<file path="src/sv/kset_pkg.sv">
// Shared types and codes for the keyed set with compaction.
`timescale 1ns / 1ps

package kset_pkg;

    localparam int KEY_W         = 44;
    localparam int YEAR_W        = 14;
    localparam int GENDER_W      = 8;
    localparam int STATUS_W      = 3;
    localparam int ENTRY_COUNT_W = 5;

    localparam logic OP_ADD    = 1'b0;
    localparam logic OP_REMOVE = 1'b1;

    typedef enum logic [STATUS_W-1:0] {
        ST_ADDED     = 3'd0,
        ST_DUPLICATE = 3'd1,
        ST_FULL      = 3'd2,
        ST_REMOVED   = 3'd3,
        ST_NOT_FOUND = 3'd4,
        ST_EMPTY     = 3'd5
    } status_t;

    typedef struct packed {
        logic                op;
        logic [KEY_W-1:0]    key;
        logic [YEAR_W-1:0]   birth_year;
        logic [GENDER_W-1:0] gender;
    } kset_req_t;

    typedef struct packed {
        logic [STATUS_W-1:0]      status;
        logic [ENTRY_COUNT_W-1:0] entry_count;
    } kset_res_t;

    typedef struct packed {
        logic [KEY_W-1:0]    key;
        logic [YEAR_W-1:0]   year;
        logic [GENDER_W-1:0] gender;
    } kset_rec_t;

    // Per-cell control from the top level.
    typedef struct packed {
        logic append;
        logic remove;
    } kset_cell_ctrl_t;

endpackage

</file>
<file path="src/sv/kset_cell.sv">
// One slot of the set: holds a record, compares keys and shifts down on removal.
`timescale 1ns / 1ps

module kset_cell (
    input  logic                     aclk,
    input  kset_pkg::kset_cell_ctrl_t ctrl,
    input  logic                     occupied,
    input  logic [kset_pkg::KEY_W-1:0] key_in,
    input  kset_pkg::kset_rec_t      new_rec,
    input  kset_pkg::kset_rec_t      next_rec,
    input  logic                     match_in,
    output kset_pkg::kset_rec_t      rec_out,
    output logic                     match_out
);
    import kset_pkg::*;

    kset_rec_t rec_reg;
    logic      hit;

    assign hit       = occupied && (rec_reg.key == key_in);
    assign match_out = match_in | hit;
    assign rec_out   = rec_reg;

    always_ff @(posedge aclk) begin
        if (ctrl.append) begin
            rec_reg <= new_rec;
        end else if (ctrl.remove && match_out) begin
            // take the neighbour's record from the removed slot onwards
            rec_reg <= next_rec;
        end
    end

endmodule

</file>
<file path="src/sv/keyed_set_insert_remove.sv">
// Top level of the keyed set: a row of record cells with count and result register.
// The result is registered and becomes valid in the cycle after a request is accepted.
// Throughput: one request per cycle unless a held result stalls on a low m_ready; the key compare ripples
// along the row of cells and the removal shift happens in that same cycle.
// Reset: aresetn (synchronous, active low) clears the entry count and result valid;
// record contents stay undefined until written.
`timescale 1ns / 1ps

module keyed_set_insert_remove #(
    parameter int CAPACITY = 16
) (
    input  logic                aclk,
    input  logic                aresetn,
    input  logic                s_valid,
    output logic                s_ready,
    input  kset_pkg::kset_req_t s_req,
    output logic                m_valid,
    input  logic                m_ready,
    output kset_pkg::kset_res_t m_res
);
    import kset_pkg::*;

    localparam int CNT_W = $clog2(CAPACITY + 1);

    logic [CNT_W-1:0] count_reg, count_next;
    logic             m_valid_reg;
    kset_res_t        m_res_reg;

    logic            accept;
    logic            found;
    logic            is_full;
    logic            is_empty;
    logic            do_add;
    logic            do_remove;
    status_t         status;
    kset_rec_t       new_rec;
    kset_rec_t       recs  [CAPACITY];
    logic            match [CAPACITY+1];

    assign s_ready = !m_valid_reg || m_ready;
    assign accept  = s_valid && s_ready;
    assign m_valid = m_valid_reg;
    assign m_res   = m_res_reg;

    assign new_rec.key    = s_req.key;
    assign new_rec.year   = s_req.birth_year;
    assign new_rec.gender = s_req.gender;

    assign match[0] = 1'b0;
    assign found    = match[CAPACITY];
    assign is_full  = (count_reg == CNT_W'(CAPACITY));
    assign is_empty = (count_reg == '0);

    always_comb begin
        do_add     = 1'b0;
        do_remove  = 1'b0;
        count_next = count_reg;
        if (s_req.op == OP_ADD) begin
            if (found) begin
                status = ST_DUPLICATE;
            end else if (is_full) begin
                status = ST_FULL;
            end else begin
                status     = ST_ADDED;
                do_add     = accept;
                count_next = count_reg + CNT_W'(1);
            end
        end else begin
            if (is_empty) begin
                status = ST_EMPTY;
            end else if (!found) begin
                status = ST_NOT_FOUND;
            end else begin
                status     = ST_REMOVED;
                do_remove  = accept;
                count_next = count_reg - CNT_W'(1);
            end
        end
    end

    for (genvar i = 0; i < CAPACITY; i++) begin : g_cell
        kset_cell_ctrl_t ctrl;
        kset_rec_t       next_rec;

        assign ctrl.append = do_add && (count_reg == CNT_W'(i));
        assign ctrl.remove = do_remove;

        if (i == CAPACITY - 1) begin : g_last
            // last slot falls out of the count on removal: hold it
            assign next_rec = recs[i];
        end else begin : g_mid
            assign next_rec = recs[i+1];
        end

        kset_cell u_cell (
            .aclk      (aclk),
            .ctrl      (ctrl),
            .occupied  (CNT_W'(i) < count_reg),
            .key_in    (s_req.key),
            .new_rec   (new_rec),
            .next_rec  (next_rec),
            .match_in  (match[i]),
            .rec_out   (recs[i]),
            .match_out (match[i+1])
        );
    end

    always_ff @(posedge aclk) begin
        if (!aresetn) begin
            count_reg   <= '0;
            m_valid_reg <= 1'b0;
        end else begin
            if (accept) begin
                count_reg             <= count_next;
                m_valid_reg           <= 1'b1;
                m_res_reg.status      <= status;
                m_res_reg.entry_count <= ENTRY_COUNT_W'(count_next);
            end else if (m_ready) begin
                m_valid_reg <= 1'b0;
            end
        end
    end

endmodule
</file>
<file path="config.mk">
export PLATFORM = sky130hd
export DESIGN_NAME = keyed_set_insert_remove
export DESIGN_NICKNAME = d
export VERILOG_FILES = /design/src/sv/kset_pkg.sv /design/src/sv/kset_cell.sv /design/src/sv/keyed_set_insert_remove.sv
export SDC_FILE = /design/constraint.sdc
export NUM_CORES = 1
export LEC_CHECK = 0
export BUFFER_PORTS_ARGS = -buffer_cell sky130_fd_sc_hd__buf_2
export CAP_MARGIN = 20
export CELL_PAD_IN_SITES_DETAIL_PLACEMENT = 1
export CELL_PAD_IN_SITES_GLOBAL_PLACEMENT = 1
export CORE_MARGIN = 2
export CORE_UTILIZATION = 35
export DETAILED_ROUTE_END_ITERATION = 12
export PLACE_DENSITY_LB_ADDON = 0.1
export SLEW_MARGIN = 10
export SYNTH_ARGS = -nofsm -noshare
export SYNTH_HDL_FRONTEND = slang
export SYNTH_SLANG_ARGS = --single-unit
</file>
<file path="constraint.sdc">
create_clock -name aclk -period 7.6 [get_ports aclk]
set_input_delay 0.76 -clock aclk [delete_from_list [all_inputs] [get_ports aclk]]
set_output_delay 0.76 -clock aclk [all_outputs]
set_load 0.005 [all_outputs]
</file>
==> impl_metrics.tcl, run 1 <==
set metrics [dict create \
    area_delta_synth_final_pct 11.9 \
    ff2ff_setup_slack_ps 1990 \
    rsz0062_at_grt "no" \
    io_pins 81 \
    fmaxAchievable_ghz 0.173 \
    min_path_cells 3 \
    crit_family "buffers and inverters" \
    drc 0 \
    grt_max_degree 46 \
    drt-total-wl_um 167000 \
    swShare_pct 25.9 \
    grt_pass1_wl_um 233000 \
    largest_reg_flops 704 \
    pwr-share-clk_pct 45.2 \
    crit_buf_inv 5 \
    die_h_um 349 \
    drtIter0Drc 2439 \
    gr-usage-met2_pct 45.4 \
    root_buffer "clkbuf_16" \
    comb_power_share_pct 8.4 \
    fillCellCount 12096 \
    syn_nets 3168 \
    max-vdd-ir-drop_v 0.000166 \
    gp_congestion 0.963 \
    synth_edf_count 712 \
    cp_max_fo 19 \
    synth-async-reset-ratio_pct 0 \
    finalSetupTns_ps 0 \
    hold_start "s_valid" \
    final_layout_size_suffix_gt1_share_pct 31.3 \
    io_buffer_count 58 \
    p_leak_uw 0.0150 \
    crit_type "in -> reg" \
    status "complete, no violations" \
    hold_end "m_valid$_SDFFE_PN0P_" \
    insertion_delay_ps 690 \
    numCtsBuffers 90 \
    netlist_area_um2 41600 \
    initial_core_util_pct 35.3 \
    via_count 26809 \
    skew_ps 28.0 \
    synthFlopType "edfxtp_1" \
    cp-start-kind "input pin" \
    synth_seq_cells 718 \
    maxCapViolCount 0 \
    synthCells 3092 \
    grt.met1_usage_pct 37.0 \
    core_area_um2 118000 \
    tightest_slew_ps 1060 \
    grt_pass1_vias 28454 \
    cts.clk_slew.worst_paths_ps 50 \
    cts_resized 0 \
    slew-limit-headroom_pct 28.6 \
    dieArea_um2 122000 \
    max_stage_delay_ps 830 \
    seq_area_frac_synth_pct 51.6 \
    slew_violations 0 \
    tritoncts "built" \
    cpMaxStageDelayCell "a2111oi_0" \
    rows 126 \
    grt.busiest_layer "met2" \
    regToRegStartpoint "count_reg[2]$_SDFFE_PN0P_" \
    grt_use_met3_pct 3.68 \
    yosysTopAreaCell "edfxtp_1" \
    grt-ovfl-total 0 \
    antenna_found_initial 13 \
    utilization_pct 39.5 \
    hold_viol_final 0 \
    synth_warnings 0 \
    r2r_cells 11 \
    yosys-top-cells-area "edfxtp_1 51%, mux2_2 12%, xnor2_1 9.7%" \
    crit_path_end_kind "register" \
    hpwl_um 126000 \
    netlist.area_leader.share_pct 51.3 \
    finalSetupViolCount 0 \
    p_sw_uw 2430 \
    intPower_uw 6950 \
    num-nets-final 3194 \
    die_w_um 349 \
    routedWlPerCell_um 35.4 \
    h-tree-depth 3 \
    dp_slack_ps 1210 \
    syn_avg_cell_area_um2 13.5 \
    clockBufferDepth 3 \
    clock_sinks 718 \
    worst_slack_ps 1830 \
    ant_nets 0 \
    vias_per_cell 5.67 \
    dr.pass1.iters 5 \
    fin_crit_sh_pct 75.9 \
    sequentialPowerShare_pct 46.4 \
    power_density_nw_per_um2 201 \
    hold_class "in -> reg" \
    cp_cell_sequence "buf_2, buf_4, buf_4, xor2_1, nor4_1, nand4_1, nor4_1, a2111oi_0, buf_4, and4_4, and3_4, nand3_2, o21ai_4, buf_4" \
    critPathArrivalTime_ps 6140 \
    cts_setup_buffers 0 \
    grt_usage_pct 27.3 \
    hold_buffers 0 \
    cp_data_required_time_ps 7960 \
    r2r-end "g_cell[11].u_cell.rec_out[52]$_DFFE_PP_" \
    period_minus_slack_ps 5770 \
    synth.distinct_cells 63 \
    crit_path_frequent_cell "buf_4" \
]
per-stage QoR:
step | cell area (um2) | instances | hold slack (ps) | total power (uW)
global placement | 43700 | 4561 | 570 | 5200
finish | 46600 | 4729 | 409 | 9380
detailed placement | 43700 | 4561 | 572 | 5200
global route | 46600 | 4727 | 383 | 9640
CTS | 46600 | 4726 | 359 | 9450
floorplan | 41600 | 3092 | 543 | 4860
synthesized netlist by cell type (all sizes together), types with 4 or more instances:
master	number
edfxtp	712
mux2	637
xnor2	461
xor2	237
nand4	219
buf	172
nor4	142
clkbuf	88
nand2	71
nor2	47
o21ai	34
nand3	26
inv	24
nor2b	23
and3	16
nor3	16
nor4b	16
and4	14
a21oi	13
mux2i	12
a2111oi	8
or4	8
and2	7
a211oi	6
dfxtp	6
or3	6
a21o	5
ha	5
o21bai	5
o22ai	5
nand2b	4
nand4b	4
how the worst max path moves through the flow:
stage | start | end | cells after the start
5_1_grt | s_req[32] | g_cell[10].u_cell.rec_out[39]$_DFFE_PP_ | 14
6_report | s_req[32] | g_cell[10].u_cell.rec_out[48]$_DFFE_PP_ | 14
3_3_place_gp | s_req[32] | g_cell[10].u_cell.rec_out[32]$_DFFE_PP_ | 14
3_5_place_dp | s_req[32] | g_cell[10].u_cell.rec_out[48]$_DFFE_PP_ | 14
2_1_floorplan | s_req[26] | g_cell[12].u_cell.rec_out[22]$_DFFE_PP_ | 13
4_1_cts | s_req[32] | g_cell[10].u_cell.rec_out[48]$_DFFE_PP_ | 14
tightest hold or removal path, delay by kind of cell:
kind	cells	cell delay (ps)
buf+inv	2	160
compound gates	1	80
cell families after synthesis:
logic type	Yosys count	share of synthesized area, %
muxes	649	19.3
buffers and inverters	284	3.54
DFF	718	51.6
AOI/OAI and AO/OA	101	1.62
adders and majority gates	5	0.150
and+or+nand+nor	637	9.14
xor gates and xnor gates	698	14.7
cells in the final DEF (no fill, tap or decap), types with 14 or more instances in the layout:
cell,count
inv_1,24
buf_2,58
clkinv_2,23
buf_4,126
nand4_1,219
clkinv_1,20
nand3_1,22
nand2_1,70
nor2_1,47
clkbuf_1,14
nor4_1,140
mux2_4,193
nor3_1,16
xnor2_1,461
nor2b_1,23
clkbuf_16,90
mux2_2,444
edfxtp_1,712
o21ai_0,29
xor2_1,237
nor4b_1,16
per-layer routing:
layer | vias up | part of all wire (%)
met5 | - | 0
met4 | 0 | 3.1
met2 | 760 | 48
met1 | 14160 | 44
li1 | 11660 | -
met3 | 229 | 4.7
cell type report:
cell class / instances / area, um2 / share of cell area [%]
Clock inverter: 61 / 527 / 1.13
Tap cell: 1536 / 1920 / 4.12
Sequential cell: 718 / 21500 / 46.1
Clock buffer: 104 / 2300 / 4.95
Timing Repair Buffer: 194 / 1440 / 3.08
Inverter: 24 / 90.1 / 0.193
Antenna cell: 2 / 5.00 / 0.0107
Multi-Input combinational cell: 2090 / 18800 / 40.4
power by group through the flow:
stage                     registers (uW)  clock network [uW]  logic, uW
after floorplan                     4420                   0        436
after global placement              4430                   0        775
after detailed placement            4430                   0        775
after CTS                           4350                4320        780
after global routing                4350                4470        821
final                               4350                4240        788
(Power assumes the default switching activity.)
==> inputs of run 2 (changes only) <==
- clock period: 7.6 -> 4.67 ns (I/O delays scaled with it)
==> impl_metrics.tcl, run 2 (synthesis gave the netlist of run 1 again) <==
set metrics [dict create \
    status "complete, no violations" \
    period_minus_slack_ps 4530 \
    tightest_slew_ps 896 \
    slew-limit-headroom_pct 40.3 \
    insertion_delay_ps 680 \
    io_pins 81 \
    cts_resized 0 \
    hold_start "s_valid" \
    min_path_cells 3 \
    io_buffer_count 58 \
    mostFrequentLayoutCell "edfxtp_1" \
    max-vdd-ir-drop_v 0.000252 \
    via_count 27747 \
    grt_usage_pct 27.8 \
    final_cell_mix "712 x edfxtp_1, 461 x xnor2_1, 444 x mux2_2" \
    crit_path_end_kind "register" \
    power.total_uw 15500 \
    maxCapViolCount 0 \
    drt-total-wl_um 171000 \
    p_leak_uw 0.0164 \
    area_delta_synth_final_pct 18.4 \
    final_layout_size_suffix_gt1_share_pct 35.1 \
    hold_ws_ps 97.2 \
    routedWlPerCell_um 34.6 \
    hold_end "m_valid$_SDFFE_PN0P_" \
    power_density_nw_per_um2 314 \
    cp-start-kind "register" \
    largest_reg_flops 704 \
    cp_data_required_time_ps 5060 \
    cts_setup_buffers 0 \
    hold_class "in -> reg" \
    antenna_found_initial 5 \
    drtIter0Drc 2452 \
    finalSetupViolCount 0 \
    critPathArrivalTime_ps 4920 \
    hold_buffers 0 \
    vias_per_cell 5.62 \
    die_h_um 349 \
    die_w_um 349 \
    slew_violations 0 \
    r2r_cells 15 \
    max_stage_delay_ps 620 \
    tritoncts "built" \
    hpwl_um 133000 \
    fin_crit_sh_pct 96.9 \
    h-tree-depth 3 \
    cp_max_fo 12 \
    clockBufferDepth 3 \
    dr.pass1.iters 5 \
    fmaxAchievable_ghz 0.221 \
    dieArea_um2 122000 \
    root_buffer "clkbuf_16" \
    ant_nets 0 \
    num-nets-final 3401 \
    numCtsBuffers 90 \
    rows 126 \
    hold_viol_final 0 \
    initial_core_util_pct 35.3 \
    rsz0062_at_grt "no" \
    grt_max_degree 46 \
    multiInputGateArea_um2 18800 \
    ff2ff_setup_slack_ps 140 \
    crit_path_frequent_cell "buf_4" \
    fillCellCount 11984 \
    regToRegStartpoint "g_cell[12].u_cell.rec_out[60]$_DFFE_PP_" \
    cp_cell_sequence "xor2_1, or4_1, or4_1, nor4_1, buf_4, a2111oi_0, dlymetal6s2s_1, buf_4, and4_4, and3_4, buf_4, nand3_2, buf_12, buf_4, mux2_2" \
    cts.clk_slew.worst_paths_ps 60 \
    gp_congestion 0.950 \
    skew_ps 29.7 \
    crit_type "reg -> reg" \
    grt-ovfl-total 0 \
    r2r-end "g_cell[6].u_cell.rec_out[41]$_DFFE_PP_" \
    grt_pass1_vias 29106 \
    grt_pass1_wl_um 238000 \
    clock_sinks 718 \
    drc 0 \
    regArea_um2 21500 \
    core_area_um2 118000 \
    cpMaxStageDelayCell "nor4_1" \
]
-- run 2: cell count changes in the layout (fill, tap and decap cells not counted), sizes merged --
cell,delta
diode,-1
dlymetal6s2s,+1
inv,-1
clkinv,-6
clkinvlp,-4
clkbuf,+8
buf,+206
bufinv,+2
-- run 2: worst max-delay path: cells and delay by family (launching register included) --
family / cells / cell delay (ps)
AND/OR/NAND/NOR: 6 / 2010
buffers and inverters: 6 / 1030
flip-flops: 1 / 500
multiplexers: 1 / 380
XOR/XNOR: 1 / 240
AO/OA/AOI/OAI: 1 / 60
-- run 2: worst max-delay path by stage --
stage	start	end	slack [ps]	cells past startpoint
global route	g_cell[12].u_cell.rec_out[60]$_DFFE_PP_	g_cell[6].u_cell.rec_out[41]$_DFFE_PP_	120	15
CTS	count_reg[3]$_SDFFE_PN0P_	g_cell[11].u_cell.rec_out[65]$_DFFE_PP_	20	13
floorplan	s_req[26]	g_cell[14].u_cell.rec_out[22]$_DFFE_PP_	-770	13
finish	g_cell[12].u_cell.rec_out[60]$_DFFE_PP_	g_cell[6].u_cell.rec_out[41]$_DFFE_PP_	140	15
global placement	s_req[64]	g_cell[11].u_cell.rec_out[65]$_DFFE_PP_	-340	14
detailed placement	s_req[63]	g_cell[11].u_cell.rec_out[65]$_DFFE_PP_	-440	14
-- run 2: cell type report --
cell class,instances,area share (%)
inverter,24,0.183
clock buffer,112,4.86
multi-input combinational,2090,38.1
sequential,718,43.6
tap,1536,3.90
clock inverter,52,0.969
antenna,1,0.00507
timing repair buffer,401,8.36
-- run 2: per-layer routing --
layer	vias up	track usage, %	share of wire (%)
li1	12083	-	-
met3	216	4.01	4.5
met5	-	0	0
met4	0	6.74	2.6
met1	14661	37.3	44
met2	787	47.3	49
-- run 2: metrics by stage --
step	setup slack, ps	instances	setup TNS (ps)	area, um2	utilization, %
floorplan	-770	3092	-283410	41600	-
global placement	-340	4768	-211320	46400	39.3
detailed placement	-439	4768	-332050	46400	39.3
CTS	18.6	4932	0	49300	41.8
global route	119	4933	0	49300	41.8
finish	144	4934	0	49300	41.8
-- run 2: power by group --
part           switching [uW]  internal [uW]
Sequential               30.6           7040
Clock                    2950           4070
Combinational             938            462
Total                    3920          11600
==> inputs of run 3 (changes only) <==
==> constraint.sdc (replaced) <==
create_clock -name aclk -period 4.67 [get_ports aclk]
set_input_delay 0.7005 -clock aclk [delete_from_list [all_inputs] [get_ports aclk]]
set_output_delay 0.7005 -clock aclk [all_outputs]
set_load 0.005 [all_outputs]
==> impl_metrics.tcl, run 3 (synthesis gave the netlist of run 1 again) <==
set metrics [dict create \
    crit_type "reg -> reg" \
    dieArea_um2 122000 \
    p_leak_uw 0.0167 \
    power_density_nw_per_um2 321 \
    dr.pass1.iters 6 \
    h-tree-depth 3 \
    critPathArrivalTime_ps 4900 \
    clockBufferDepth 3 \
    initial_core_util_pct 35.3 \
    num-nets-final 3419 \
    maxCapViolCount 0 \
    grt.busiest_layer "met2" \
    p_sw_uw 3960 \
    crit_path_end_kind "register" \
    die_h_um 349 \
    slew_violations 0 \
    grt_pass1_vias 29404 \
    intPower_uw 12000 \
    cp_max_fo 19 \
    comb_power_share_pct 9.0 \
    gp_congestion 0.971 \
    fin_crit_sh_pct 96.9 \
    rsz0062_at_grt "no" \
    stdcell_area_um2 49800 \
    numCtsBuffers 90 \
    finalSetupViolCount 0 \
    hold_viol_final 0 \
    rows 126 \
    cts_setup_buffers 0 \
    sequentialPowerShare_pct 44.2 \
    final_layout_size_suffix_gt1_share_pct 35.9 \
    final_cell_mix "712 x edfxtp_1, 461 x xnor2_1, 444 x mux2_2" \
    routedWlPerCell_um 34.3 \
    cts.clk_slew.worst_paths_ps 60 \
    vias_per_cell 5.60 \
    power.total_uw 16000 \
    fmaxAchievable_ghz 0.221 \
    tritoncts "built" \
    drtIter0Drc 2759 \
    via_count 27752 \
    io_buffer_count 58 \
    mostFrequentLayoutCell "edfxtp_1" \
    antenna_cells 0 \
    antenna_found_initial 10 \
    grt_pass1_wl_um 237000 \
    hold_buffers 0 \
    core_area_um2 118000 \
    grt.met1_usage_pct 37.2 \
    placed_cell_area_um2 46700 \
    slew-limit-headroom_pct 51.2 \
    drt-total-wl_um 170000 \
    area_delta_synth_final_pct 19.5 \
    gr-usage-met2_pct 45.9 \
    period_minus_slack_ps 4530 \
    cp_data_required_time_ps 5040 \
    grt_use_met3_pct 4.14 \
    hold_class "in -> reg" \
    hold_ws_ps 365 \
    utilization_pct 42.2 \
    io_pins 81 \
    cts_resized 0 \
    drc 0 \
    max-vdd-ir-drop_v 0.000253 \
    tightest_slew_ps 713 \
    largest_reg_flops 704 \
    grt-ovfl-total 0 \
    hpwl_um 132000 \
    cp-start-kind "register" \
    insertion_delay_ps 690 \
    fillCellCount 11957 \
    pwr-share-clk_pct 46.8 \
    status "complete, no violations" \
    ant_nets 0 \
    swShare_pct 24.8 \
    grt_usage_pct 27.7 \
    die_w_um 349 \
    clock_sinks 718 \
    grt_max_degree 45 \
    skew_ps 36.4 \
    root_buffer "clkbuf_16" \
]
[run 3: area by class of cell]
class	count	area, um2	share of cell area, %
clock inverter	57	696	1.40
clock buffer	109	2400	4.81
sequential	718	21500	43.2
timing repair buffer	419	4360	8.77
multi-input combinational	2090	18800	37.8
inverter	24	90.1	0.181
tap	1536	1920	3.86
[run 3: metal layers]
layer | vias to the layer above | wire length (um)
li1 | 12113 | -
met1 | 14480 | 74500
met2 | 892 | 81000
met3 | 261 | 8490
met4 | 6 | 5740
met5 | - | 40
[run 3: per-stage QoR]
step	setup TNS, ps	worst slack [ps]	cells
detailed placement	-954	-61.2	4787
finish	0	142	4953
CTS	0	353	4953
floorplan	-72090	-186	3092
global placement	-294	-36.8	4787
global route	0	23.3	4953
[run 3: power by group through the flow]
stage	combinational, uW	clock, uW	sequential (uW)
after global routing	1490	7800	7070
after global placement	1410	0	7200
after CTS	1420	7600	7070
final	1430	7480	7070
after floorplan	711	0	7190
after detailed placement	1410	0	7200
[run 3: worst max-delay path: stages, from the launching register on]
cell,delay [ps]
dfxtp_1,790
nand2_1,450
a2111oi_0,750
nand2_1,150
o41ai_1,610
buf_4,220
nor4_1,90
and2_1,170
nand2b_1,200
buf_12,190
o21ai_4,330
buf_12,220
[run 3: final timing paths]
kind | start | end | slack [ps] | depth (start not counted)
worst max register to register | count_reg[2]$_SDFFE_PN0P_ | g_cell[10].u_cell.rec_out[45]$_DFFE_PP_ | 140 | 11
worst max-delay path | count_reg[2]$_SDFFE_PN0P_ | g_cell[10].u_cell.rec_out[45]$_DFFE_PP_ | 140 | 11
worst min register to register | g_cell[1].u_cell.rec_out[49]$_DFFE_PP_ | g_cell[0].u_cell.rec_out[49]$_DFFE_PP_ | 590 | 1
worst min-delay path | aresetn | count_reg[4]$_SDFFE_PN0P_ | 370 | 2
